$ cat src/design/sesc_pkg.sv
// shared types, constants and helper functions for the string escape decoder
// no dependencies
package sesc_pkg;

  localparam int unsigned MAX_RES = 5;
  localparam int unsigned RES_CNT_W = $clog2(MAX_RES + 1);

  localparam logic [7:0] CH_BSLASH = 8'h5C;
  localparam logic [7:0] CH_X      = 8'h78;
  localparam logic [7:0] CH_U      = 8'h75;
  localparam logic [7:0] CH_N      = 8'h6E;
  localparam logic [7:0] CH_R      = 8'h72;
  localparam logic [7:0] CH_T      = 8'h74;
  localparam logic [7:0] CH_B      = 8'h62;
  localparam logic [7:0] CH_F      = 8'h66;
  localparam logic [7:0] CH_V      = 8'h76;

  typedef enum logic [2:0] {
    MODE_IDLE = 3'd0,
    MODE_ESC  = 3'd1,
    MODE_OCT  = 3'd2,
    MODE_HEX  = 3'd3,
    MODE_UNI  = 3'd4
  } sesc_mode_t;

  typedef struct packed {
    logic [2:0][7:0] bytes;
    logic [1:0]      n;
  } sesc_utf8_t;

  typedef struct packed {
    logic [MAX_RES-1:0][7:0] bytes;
    logic [RES_CNT_W-1:0]    n;
    logic                    last;
  } sesc_res_t;

  function automatic sesc_utf8_t sesc_utf8(input logic [15:0] cp);
    sesc_utf8_t u;
    u = '0;
    if (cp <= 16'h007F) begin
      u.n        = 2'd1;
      u.bytes[0] = cp[7:0];
    end else if (cp <= 16'h07FF) begin
      u.n        = 2'd2;
      u.bytes[0] = 8'hC0 | {3'b000, cp[10:6]};
      u.bytes[1] = 8'h80 | {2'b00, cp[5:0]};
    end else begin
      u.n        = 2'd3;
      u.bytes[0] = 8'hE0 | {4'b0000, cp[15:12]};
      u.bytes[1] = 8'h80 | {2'b00, cp[11:6]};
      u.bytes[2] = 8'h80 | {2'b00, cp[5:0]};
    end
    return u;
  endfunction

  // bit 4 set when the byte is a hex digit, low nibble its value
  function automatic logic [4:0] sesc_hex(input logic [7:0] c);
    logic [7:0] t;
    t = 8'h00;
    if (c >= 8'h30 && c <= 8'h39) begin
      return {1'b1, c[3:0]};
    end else if (c >= 8'h61 && c <= 8'h66) begin
      t = c - 8'h57;
      return {1'b1, t[3:0]};
    end else if (c >= 8'h41 && c <= 8'h46) begin
      t = c - 8'h37;
      return {1'b1, t[3:0]};
    end
    return 5'b00000;
  endfunction

  function automatic logic [7:0] sesc_esc_map(input logic [7:0] c);
    logic [7:0] r;
    r = c;
    case (c)
      CH_N:    r = 8'h0A;
      CH_R:    r = 8'h0D;
      CH_T:    r = 8'h09;
      CH_B:    r = 8'h08;
      CH_F:    r = 8'h0C;
      CH_V:    r = 8'h0B;
      default: r = c;
    endcase
    return r;
  endfunction

endpackage

$ cat src/design/string_escape_to_utf8_decoder_top.sv
// top level of the string escape decoder: input handshake, result buffer and output handshake
// depends on sesc_pkg and sesc_decode
//
// usage
//   input channel: in_valid / in_stall carry one raw literal byte (in_src_byte) and a
//   flag for the final byte of the literal (in_end_of_literal) per transfer
//   output channel: out_valid / out_stall carry one decoded byte per transfer;
//   out_run_end marks the last byte caused by an input byte, out_literal_end the
//   last byte of the whole literal
//   an input byte is decoded in the cycle it is taken and its results (zero to five
//   bytes) appear on the output from the next cycle on, one per cycle while out_stall is low
//   throughput: one input byte per cycle while each byte gives at most one result and
//   out_stall is low; a byte giving more results stalls the input until only its last
//   result is left, as the single output port drains the result buffer
//   a new byte is taken in the same cycle the last pending result transfers
//   a stalled output holds its byte and flags; the input is stalled meanwhile
//   reset clears the escape state and empties the result buffer
module string_escape_to_utf8_decoder_top import sesc_pkg::*; (
  input  logic       clk,
  input  logic       rst_n,
  input  logic       in_valid,
  output logic       in_stall,
  input  logic [7:0] in_src_byte,
  input  logic       in_end_of_literal,
  output logic       out_valid,
  input  logic       out_stall,
  output logic [7:0] out_out_byte,
  output logic       out_run_end,
  output logic       out_literal_end
);

  sesc_res_t               res;
  logic                    in_acc;
  logic                    out_acc;
  logic [MAX_RES-1:0][7:0] bytes_r;
  logic [RES_CNT_W-1:0]    n_r;
  logic                    lit_r;

  assign in_stall = (n_r > RES_CNT_W'(1)) || (n_r == RES_CNT_W'(1) && out_stall);
  assign in_acc   = in_valid && !in_stall;
  assign out_acc  = out_valid && !out_stall;

  sesc_decode u_decode (
    .clk    (clk),
    .rst_n  (rst_n),
    .acc_i  (in_acc),
    .byte_i (in_src_byte),
    .last_i (in_end_of_literal),
    .res_o  (res)
  );

  always_ff @(posedge clk) begin
    if (!rst_n) begin
      n_r <= '0;
    end else if (in_acc) begin
      n_r <= res.n;
    end else if (out_acc) begin
      n_r <= n_r - RES_CNT_W'(1);
    end
  end

  always_ff @(posedge clk) begin
    if (in_acc) begin
      bytes_r <= res.bytes;
      lit_r   <= res.last;
    end else if (out_acc) begin
      bytes_r <= bytes_r >> 8;
    end
  end

  assign out_valid       = (n_r != '0);
  assign out_out_byte    = bytes_r[0];
  assign out_run_end     = (n_r == RES_CNT_W'(1));
  assign out_literal_end = (n_r == RES_CNT_W'(1)) && lit_r;

  a_no_overwrite: assert property (@(posedge clk) disable iff (!rst_n)
    (in_acc && n_r != '0) |-> (n_r == RES_CNT_W'(1) && out_acc))
    else $error("pending results overwritten by new transfer");

  a_count_bound: assert property (@(posedge clk) disable iff (!rst_n)
    n_r <= RES_CNT_W'(MAX_RES))
    else $error("result count out of range");

  a_drain_step: assert property (@(posedge clk) disable iff (!rst_n)
    (out_acc && !in_acc) |=> (n_r == $past(n_r) - RES_CNT_W'(1)))
    else $error("result buffer did not advance after transfer");

endmodule

$ cat src/design/sesc_decode.sv
// escape state machine: holds the escape state and builds the result bytes of one input byte
// depends on sesc_pkg
module sesc_decode import sesc_pkg::*; (
  input  logic      clk,
  input  logic      rst_n,
  input  logic      acc_i,
  input  logic [7:0] byte_i,
  input  logic      last_i,
  output sesc_res_t res_o
);

  sesc_mode_t      mode_r, mode_nxt;
  logic [15:0]     code_r, code_nxt;
  logic [1:0]      cnt_r, cnt_nxt;
  logic [2:0][7:0] held_r;

  logic            hold_we;
  logic            is_oct;
  logic [4:0]      hexv;
  logic            done;
  logic            use_plain;
  logic            plain_n;
  logic [3:0][7:0] pre;
  logic [2:0]      pre_n;
  logic [15:0]     code_oct, code_hex;
  sesc_utf8_t      u_old, u_oct, u_hex;

  assign is_oct   = (byte_i[7:3] == 5'b00110);
  assign hexv     = sesc_hex(byte_i);
  assign code_oct = {code_r[12:0], byte_i[2:0]};
  assign code_hex = {code_r[11:0], hexv[3:0]};
  assign u_old    = sesc_utf8(code_r);
  assign u_oct    = sesc_utf8(code_oct);
  assign u_hex    = sesc_utf8(code_hex);

  always_comb begin
    mode_nxt  = mode_r;
    code_nxt  = code_r;
    cnt_nxt   = cnt_r;
    hold_we   = 1'b0;
    use_plain = 1'b0;
    plain_n   = 1'b0;
    done      = 1'b0;
    pre       = '0;
    pre_n     = 3'd0;
    unique case (mode_r)
      MODE_ESC: begin
        mode_nxt = MODE_IDLE;
        if (is_oct) begin
          code_nxt = {13'd0, byte_i[2:0]};
          cnt_nxt  = 2'd1;
          if (last_i) begin
            pre[0] = {5'd0, byte_i[2:0]};
            pre_n  = 3'd1;
          end else begin
            mode_nxt = MODE_OCT;
          end
        end else if (byte_i == CH_X || byte_i == CH_U) begin
          if (last_i) begin
            pre[0] = byte_i;
            pre_n  = 3'd1;
          end else begin
            mode_nxt = (byte_i == CH_X) ? MODE_HEX : MODE_UNI;
            code_nxt = '0;
            cnt_nxt  = 2'd0;
          end
        end else begin
          pre[0] = sesc_esc_map(byte_i);
          pre_n  = 3'd1;
        end
      end
      MODE_OCT: begin
        if (is_oct) begin
          code_nxt = code_oct;
          cnt_nxt  = cnt_r + 2'd1;
          if (cnt_r == 2'd2 || last_i) begin
            pre[2:0] = u_oct.bytes;
            pre_n    = {1'b0, u_oct.n};
            mode_nxt = MODE_IDLE;
          end
        end else begin
          pre[2:0]  = u_old.bytes;
          pre_n     = {1'b0, u_old.n};
          mode_nxt  = MODE_IDLE;
          use_plain = 1'b1;
        end
      end
      MODE_HEX, MODE_UNI: begin
        done = hexv[4] && ((mode_r == MODE_HEX) ? (cnt_r == 2'd1) : (cnt_r == 2'd3));
        if (done) begin
          code_nxt = code_hex;
          pre[2:0] = u_hex.bytes;
          pre_n    = {1'b0, u_hex.n};
          mode_nxt = MODE_IDLE;
        end else if (hexv[4] && !last_i) begin
          hold_we  = 1'b1;
          code_nxt = code_hex;
          cnt_nxt  = cnt_r + 2'd1;
        end else begin
          pre[0]    = (mode_r == MODE_HEX) ? CH_X : CH_U;
          pre[3:1]  = held_r;
          pre_n     = 3'd1 + {1'b0, cnt_r};
          mode_nxt  = MODE_IDLE;
          use_plain = 1'b1;
        end
      end
      default: begin
        mode_nxt  = MODE_IDLE;
        use_plain = 1'b1;
      end
    endcase
    if (use_plain) begin
      if (byte_i == CH_BSLASH && !last_i) begin
        mode_nxt = MODE_ESC;
      end else begin
        plain_n = 1'b1;
      end
    end
    if (last_i) begin
      mode_nxt = MODE_IDLE;
      cnt_nxt  = 2'd0;
      code_nxt = '0;
    end
  end

  always_comb begin
    for (int k = 0; k < MAX_RES; k++) begin
      if (k < 4 && k < int'(pre_n)) begin
        res_o.bytes[k] = pre[k[1:0]];
      end else begin
        res_o.bytes[k] = byte_i;
      end
    end
    res_o.n    = RES_CNT_W'(pre_n) + RES_CNT_W'(plain_n);
    res_o.last = last_i;
  end

  always_ff @(posedge clk) begin
    if (!rst_n) begin
      mode_r <= MODE_IDLE;
      code_r <= '0;
      cnt_r  <= '0;
    end else if (acc_i) begin
      mode_r <= mode_nxt;
      code_r <= code_nxt;
      cnt_r  <= cnt_nxt;
    end
  end

  always_ff @(posedge clk) begin
    if (acc_i && hold_we) begin
      held_r[cnt_r] <= byte_i;
    end
  end

  a_last_gives_output: assert property (@(posedge clk) disable iff (!rst_n)
    (acc_i && last_i) |-> (res_o.n != '0))
    else $error("final byte produced no output");

  a_last_clears_state: assert property (@(posedge clk) disable iff (!rst_n)
    (acc_i && last_i) |=> (mode_r == MODE_IDLE && cnt_r == 2'd0 && code_r == '0))
    else $error("escape state not cleared after final byte");

  a_hex_count: assert property (@(posedge clk) disable iff (!rst_n)
    (mode_r == MODE_HEX) |-> (cnt_r <= 2'd1))
    else $error("hex escape holds too many digits");

endmodule

$ cat config.mk
export PLATFORM = sky130hd
export DESIGN_NAME = string_escape_to_utf8_decoder_top
export DESIGN_NICKNAME = d
export VERILOG_FILES = /design/src/design/sesc_pkg.sv /design/src/design/string_escape_to_utf8_decoder_top.sv /design/src/design/sesc_decode.sv
export SDC_FILE = /design/constraint.sdc
export NUM_CORES = 1
export LEC_CHECK = 0
export ABC_AREA = 1
export BUFFER_PORTS_ARGS = -buffer_cell sky130_fd_sc_hd__buf_2
export CAP_MARGIN = 20
export CORE_UTILIZATION = 30
export DETAILED_ROUTE_END_ITERATION = 8
export GPL_TIMING_DRIVEN = 0
export HOLD_SLACK_MARGIN = 0.02
export PLACE_DENSITY = 0.49
export SYNTH_ARGS = -nofsm -noshare
export SYNTH_HDL_FRONTEND = slang
export SYNTH_SLANG_ARGS = --single-unit
$ cat constraint.sdc
create_clock -name clk -period 2.84 [get_ports clk]
set_input_delay 0.568 -clock clk [delete_from_list [all_inputs] [get_ports clk]]
set_output_delay 0.568 -clock clk [all_outputs]
set_load 0.01 [all_outputs]
-- Word-level counts from Yosys, hierarchy flattened
Index checks and enable logic that the tools add are counted.
- output and inout bits: 12
- logic and storage cells: 175
- bits in registers: 89
- input bits: 13
- eq/ne operators: 23
- multiplexer cells: 90
- magnitude comparators: 19
- reductions and logical operators: 24
- add/sub/neg operators: 6
- operators by type and width (kind ; number):
    $mux 16 ; 12
    $mux 8 ; 13
    $mux 40 ; 2
    $eq 8x7->1 const B ; 9
    $mux 24 ; 3
    $mux 18 ; 3
    $mux 3 ; 17
    $le 16x11->1 const B ; 3
    $le 16x7->1 const B ; 3
    $pmux 16 s3 ; 1
    $pmux 8 s6 ; 1
    $mux 32 ; 1
    $pmux 16 s2 ; 1
    $mux 10 ; 3
    $bwmux 24 ; 1
    $pmux 8 s3 ; 1
    $mux 5 ; 4
    $pmux 3 s3 ; 2
    $demux 8 s2 ; 1
    $ge 8x7->1 const B ; 2
    $le 8x7->1 const B ; 2
    $mux 1 ; 14
    $mux 2 ; 7
    $logic_and 1x1->1 ; 12
    32 further kinds ; 44

-- Depth between registers and ports, before layout
- depth after elaboration: 15
- depth in mapped cells: 19
- depth with buffers taken out: 18

-- Cells and area by module
A second synthesis with hierarchy kept.
- cells, all modules: 989
- area, all modules: 6841.6 µm²
- modules (own cells, without submodules) (module ; area an instance (µm²) ; cells each ; times used ; seq. area each (µm²)):
    sesc_decode ; 4755.8 ; 778 ; 1 ; 1141.1
    string_escape_to_utf8_decoder_top ; 2085.8 ; 211 ; 1 ; 1291.2

-- Least setup slack after synthesis
Ideal clock, no wire load.
- kind: input port to flip-flop
- from: input port in_src_byte[0]
- to: register n_r[1]
- data required time: 2.721 ns
- library setup time: 0.119 ns
- path slack: -0.113 ns
- arrival: 2.834 ns
- buffers on the path: 1
- cell stages on the path: 16
- cells stage by stage: clkbuf_1 inv_1 ha_1 o21ai_0 nand2_1 nand2_2 nand3_4 o21ai_4 nand3_1 nand3_4 ha_1 ha_1 nand2_1 o21ai_0 a21oi_1 nor2_1
- word-level cells in the longest chain between the ends: 14
- elaborated cells on any way between the ends: 49
- those cells by class: add/sub (3); order compare (10); eq/ne (3); mux (26); reduce/logical (7)
- RTL lines (element ; RTL line ; source):
    from (decl) ; string_escape_to_utf8_decoder_top.sv:23 ; input logic [7:0] in_src_byte,
    $ge 8x7->1 or $le 8x7->1 (tied branches) ; sesc_pkg.sv:65 ; end else if (c >= 8'h41 && c <= 8'h46) begin
    $logic_and 1x1->1 ; sesc_pkg.sv:65 ;
    $mux 1 ; sesc_pkg.sv:65 ;
    $mux 1 ; sesc_pkg.sv:62 ; end else if (c >= 8'h61 && c <= 8'h66) begin
    $mux 1 ; sesc_pkg.sv:60 ; if (c >= 8'h30 && c <= 8'h39) begin
    $mux 5 ; sesc_pkg.sv:69 ; return 5'b00000;
    $le 16x11->1 ; sesc_pkg.sv:43 ; end else if (cp <= 16'h07FF) begin
    $mux 16 ; sesc_pkg.sv:43 ;
    $mux 18 ; sesc_pkg.sv:40 ; if (cp <= 16'h007F) begin
    $mux 10 ; sesc_pkg.sv:40 ;
    $mux 3 ; sesc_decode.sv:90 ; if (done) begin
    $pmux 3 s3 ; sesc_decode.sv:46 ; unique case (mode_r)
    $add 3x1->3 * ; sesc_decode.sv:134 ; res_o.n = RES_CNT_W'(pre_n) + RES_CNT_W'(plain_n);
    $mux 3 * ; string_escape_to_utf8_decoder_top.sv:55 ; end else if (in_acc) begin
    to (signal assigned) ; string_escape_to_utf8_decoder_top.sv:56 ; n_r <= res.n;
    to (signal assigned) ; string_escape_to_utf8_decoder_top.sv:58 ; n_r <= n_r - RES_CNT_W'(1);
    to (decl) ; string_escape_to_utf8_decoder_top.sv:36 ; logic [RES_CNT_W-1:0] n_r;
Mark *: on every way between the ends. The rest lies on a longest branch, timed or not. The select of a mux whose other input is x is not followed.
A chain may end at the register's enable or synchronous reset.

-- Worst setup path after layout
- from: input port in_src_byte[7]
- to: register bytes_r[13] (netlist name) (data pin)
- word-level cells in the longest chain between the ends: 15
- elaborated cells on any way between the ends: 40
- those cells by class: order compare (9); eq/ne (3); mux (22); reduce/logical (6)
- RTL lines (element ; RTL line ; source):
    $ge 8x7->1 or $le 8x7->1 (tied branches) ; sesc_pkg.sv:65 ;
    $logic_and 1x1->1 ; sesc_pkg.sv:65 ;
    $mux 1 ; sesc_pkg.sv:65 ;
    $mux 1 ; sesc_pkg.sv:62 ;
    $mux 1 ; sesc_pkg.sv:60 ;
    $mux 5 ; sesc_pkg.sv:69 ;
    $le 16x11->1 ; sesc_pkg.sv:43 ;
    $mux 16 ; sesc_pkg.sv:43 ;
    $mux 18 ; sesc_pkg.sv:40 ;
    $mux 10 ; sesc_pkg.sv:40 ;
    $mux 3 ; sesc_decode.sv:90 ;
    $pmux 3 s3 ; sesc_decode.sv:46 ;
    $lt 1x3->1 ; sesc_decode.sv:128 ; if (k < 4 && k < int'(pre_n)) begin
    $mux 8 * ; sesc_decode.sv:128 ;
    $mux 40 * ; string_escape_to_utf8_decoder_top.sv:63 ; if (in_acc) begin
    to (signal assigned) ; string_escape_to_utf8_decoder_top.sv:64 ; bytes_r <= res.bytes;
    to (signal assigned) ; string_escape_to_utf8_decoder_top.sv:67 ; bytes_r <= bytes_r >> 8;
    to (decl) ; string_escape_to_utf8_decoder_top.sv:35 ; logic [MAX_RES-1:0][7:0] bytes_r;
Marked as above.

==> summary.md <==
| Metric | Value |
|---|---|
| Status | `complete, no violations` |
| Seq/Total Area, Yosys | `39.7%` |
| First-pass GRT wire length | `34400 um` |
| Clk root buf | `clkbuf_16` |
| Hold Crit Endpoint | `u_decode.held_r[16]$_DFFE_PP_` |
| Max Fclk | `367 MHz` |
| Period minus WS final | `2.73 ns` |
| Hold_ws | `0.445 ns` |
| Clk_skew | `0.00974 ns` |
| Setup tns final | `0 ns` |
| Post-layout util | `37.2%` |
| Number of synthesized register bits | `89` |
| VDD IR max | `0.328 mV` |
| Total power | `5.74 mW` |
| Die W | `145 um` |
| Maximum root-to-sink buffer count | `2` |
| Yosys Warn Count | `0` |
| Count of cell types in the netlist | `45` |
| Clock Sinks | `89` |
| Final hold violation count | `0` |
| Pwr dens | `784 nW/um^2` |
| Switch Pwr | `2.37 mW` |
| Drt total wl | `22700 um` |
| Max-cap check violation count | `0` |
| GR met2 Demand/Resource | `33.9%` |
| Number of top-level pins | `25` |
| # DRC | `0` |
| Synth Area per Inst | `7.30 um^2` |
| Final nets | `928` |
| Setup violators final | `0` |
| FP Rows | `51` |
| Via count | `6136` |
| Via density | `5.24` |
| Slew headroom | `40.1%` |
| Drt first pass iters | `5` |
| Post-synth top flop | `edfxtp_1` |
| Fraction of layout cells with a size suffix above 1 | `19.1%` |
| Cell Area, Placed | `6590 um^2` |
| CTS tree | `built` |
| Leak | `3.09 nW` |
| Detailed Route Iter0 Violations | `783` |
| Worst skew pair latency | `0.36 ns` |
| Reg2reg end | `bytes_r[13]$_DFFE_PP_` |
| Reg clk slew, reported paths | `0.07 ns` |
| WL/cell | `19.4 um` |
| Flop pwr share | `36.7%` |
| Post-synth top area share | `31.9%` |
| Global route hottest layer | `met2` |
| Worst-path cell chain | `buf_2 > inv_2 > nand2_2 > nor2_4 > nand2_4 > nand2_2 > o21ai_4 > nand2_2 > inv_1 > nand3_1 > o21ai_0 > inv_1 > nand3_1 > nand3_1 > nand2_1` |
| Die Height | `145 um` |
| Number of synthesized flops with an enable pin | `65` |
| Ant. Diodes | `0` |
| R2r setup slk | `0.13 ns` |
| Slowest Stage Delay on Critical Path | `0.24 ns` |
| CP Data Arrival Time | `2.84 ns` |
| Vias in the first global route | `5720` |
| GP Congestion | `1.01` |
| Initial Utilization | `31.0%` |
| Slew @ Worst Pin | `0.890 ns` |
| Kind of critical path | `in2reg` |
| WHS Path Cells | `1` |
| Hold_buf cts | `0` |
| GRT Total Usage | `22.7%` |
| Internal power | `3.37 mW` |
| Max-slew violation count | `0` |
| Ranking of synthesized cells by area | `edfxtp_1, nand2_1, dfxtp_1` |
| FF-to-FF Start | `u_decode.code_r[10]$_SDFFE_PN0P_` |
| Met3 GRT Util | `3.62%` |
| Antenna violations before repair | `0` |
| Hold WC Path Type | `in2reg` |
| Synth area leader | `edfxtp_1` |
| Worst-path fanout max | `10` |
| Core Area | `19700 um^2` |
| Worst-case reg-to-reg path depth | `14` |
| Syn Nets | `864` |
| Layout area overhead | `19.8%` |
| Comb pwr share | `41.2%` |
| Critical path required time | `2.96 ns` |
| Switching share of power | `41.3%` |
| Crit. End Element | `register` |
| Post-route cell area | `7330 um^2` |
| Top cells by count, synth | `nand2_1, a21oi_1, inv_1` |
| H-Tree Depth | `3` |
| HPWL after DPL | `17000 um` |
| Gate Count Post-Synth | `838` |
| CTS buffer count | `9` |
| Startpoint types | `input port` |
| Routed Antenna Nets | `0` |
| GRT overflow | `0` |
| Clock share of power | `22.1%` |
| Count leader, synth | `nand2_1` |
| Met1 Use GR | `32.2%` |
| Hold wc startpoint | `in_src_byte[0]` |
| FFs w/ async S/R, synth | `0%` |
| I/O Buffers | `23` |
| Largest net degree at the start of global routing | `39` |
| Die area | `21000 um^2` |
| Netlist Area Pre-Place | `6120 um^2` |
| Final cycle utilization of the critical path | `96.0%` |
| CP max stage cell | `nand2_2` |
| RSZ-0062 raised after global routing | `no` |
[kinds of logic (layout without fill, tap and decap cells)]
kind of cell               Yosys count  count (layout)  share of synthesized area, %
adders and majority gates           13              13                          2.66
buffers and inverters              124             192                          8.81
AOI/OAI and AO/OA                  185             185                          16.9
and+or+nand+nor                    422             423                          31.1
xor gates and xnor gates             5               5                         0.716
DFF                                 89              89                          39.7
[metal layers]
layer / vias to the layer above / share of wire (%)
met2: 251 / 43
met3: 43 / 6.8
li1: 2946 / -
met4: 0 / 3.2
met1: 2896 / 47
met5: - / 0
[worst max-delay path by stage]
stage | from | end | cells after the start
finish | in_src_byte[7] | bytes_r[13]$_DFFE_PP_ | 15
global route | in_src_byte[1] | out_out_byte[0]$_DFFE_PP_ | 19
CTS | in_src_byte[0] | n_r[1]$_SDFFE_PN0P_ | 18
detailed placement | in_src_byte[0] | u_decode.held_r[16]$_DFFE_PP_ | 13
global placement | in_src_byte[0] | u_decode.held_r[16]$_DFFE_PP_ | 13
floorplan | in_src_byte[0] | n_r[1]$_SDFFE_PN0P_ | 16
[state kept, by name, indices dropped and copies added, names as in the netlist]
register         cells
bytes_r             32
lit_r                1
n_r                  3
out_out_byte         8
u_decode.cnt_r       2
u_decode.code_r     16
u_decode.held_r     24
u_decode.mode_r      3
[layout make-up]
class	instances	area, um^2
Multi-Input combinational cell	626	3280
Tap cell	265	332
Sequential cell	89	2430
Inverter	87	343
Buffer	37	230
Fill cell	2150	12400
Clock buffer	10	229
Clock inverter	6	73.8
Timing Repair Buffer	52	404
[placed cells by master, fill, tap and decap left out, types with 12 or more instances in the layout]
cell	netlist	final
dfxtp_1	24	23
buf_2	6	27
nand2_1	245	241
o21ai_0	52	50
nor2_1	62	58
buf_4	10	35
inv_1	70	64
nand3_1	52	50
clkbuf_1	16	15
nor3_1	12	12
nand2_2	18	18
a21oi_1	77	73
edfxtp_1	65	65
inv_2	14	18
o21ai_1	19	21
[power by group through the flow]
stage	Sequential [mW]	Combinational, mW	Clock (mW)
global placement	2.15	2.26	0
finish	2.11	2.37	1.27
floorplan	2.09	1.56	0
global route	2.15	2.62	1.34
CTS	2.10	2.31	1.29
detailed placement	2.13	2.29	0
[stage by stage]
stage / cells / worst slack [ns]
after floorplan: 838 / 0.0136
after global placement: 1126 / -0.952
after detailed placement: 1127 / -0.973
after CTS: 1147 / 0.00259
after global routing: 1172 / 0.00128
final: 1172 / 0.114
[critical path, delay by kind of cell]
| family | cells | cell delay (ns) |
|---|---|---|
| AND/OR/NAND/NOR | 9 | 1.34 |
| buffers and inverters | 4 | 0.62 |
| AO/OA/AOI/OAI | 2 | 0.29 |
[what timing repair did]
action / CTS / global route
resized for setup: 19 / 27
setup endpoints to repair: 77 / 48
setup buffers: 4 / 24
gates cloned: 0 / 1
pin swaps: 1 / 11
Power figures use the tool's default switching activity.
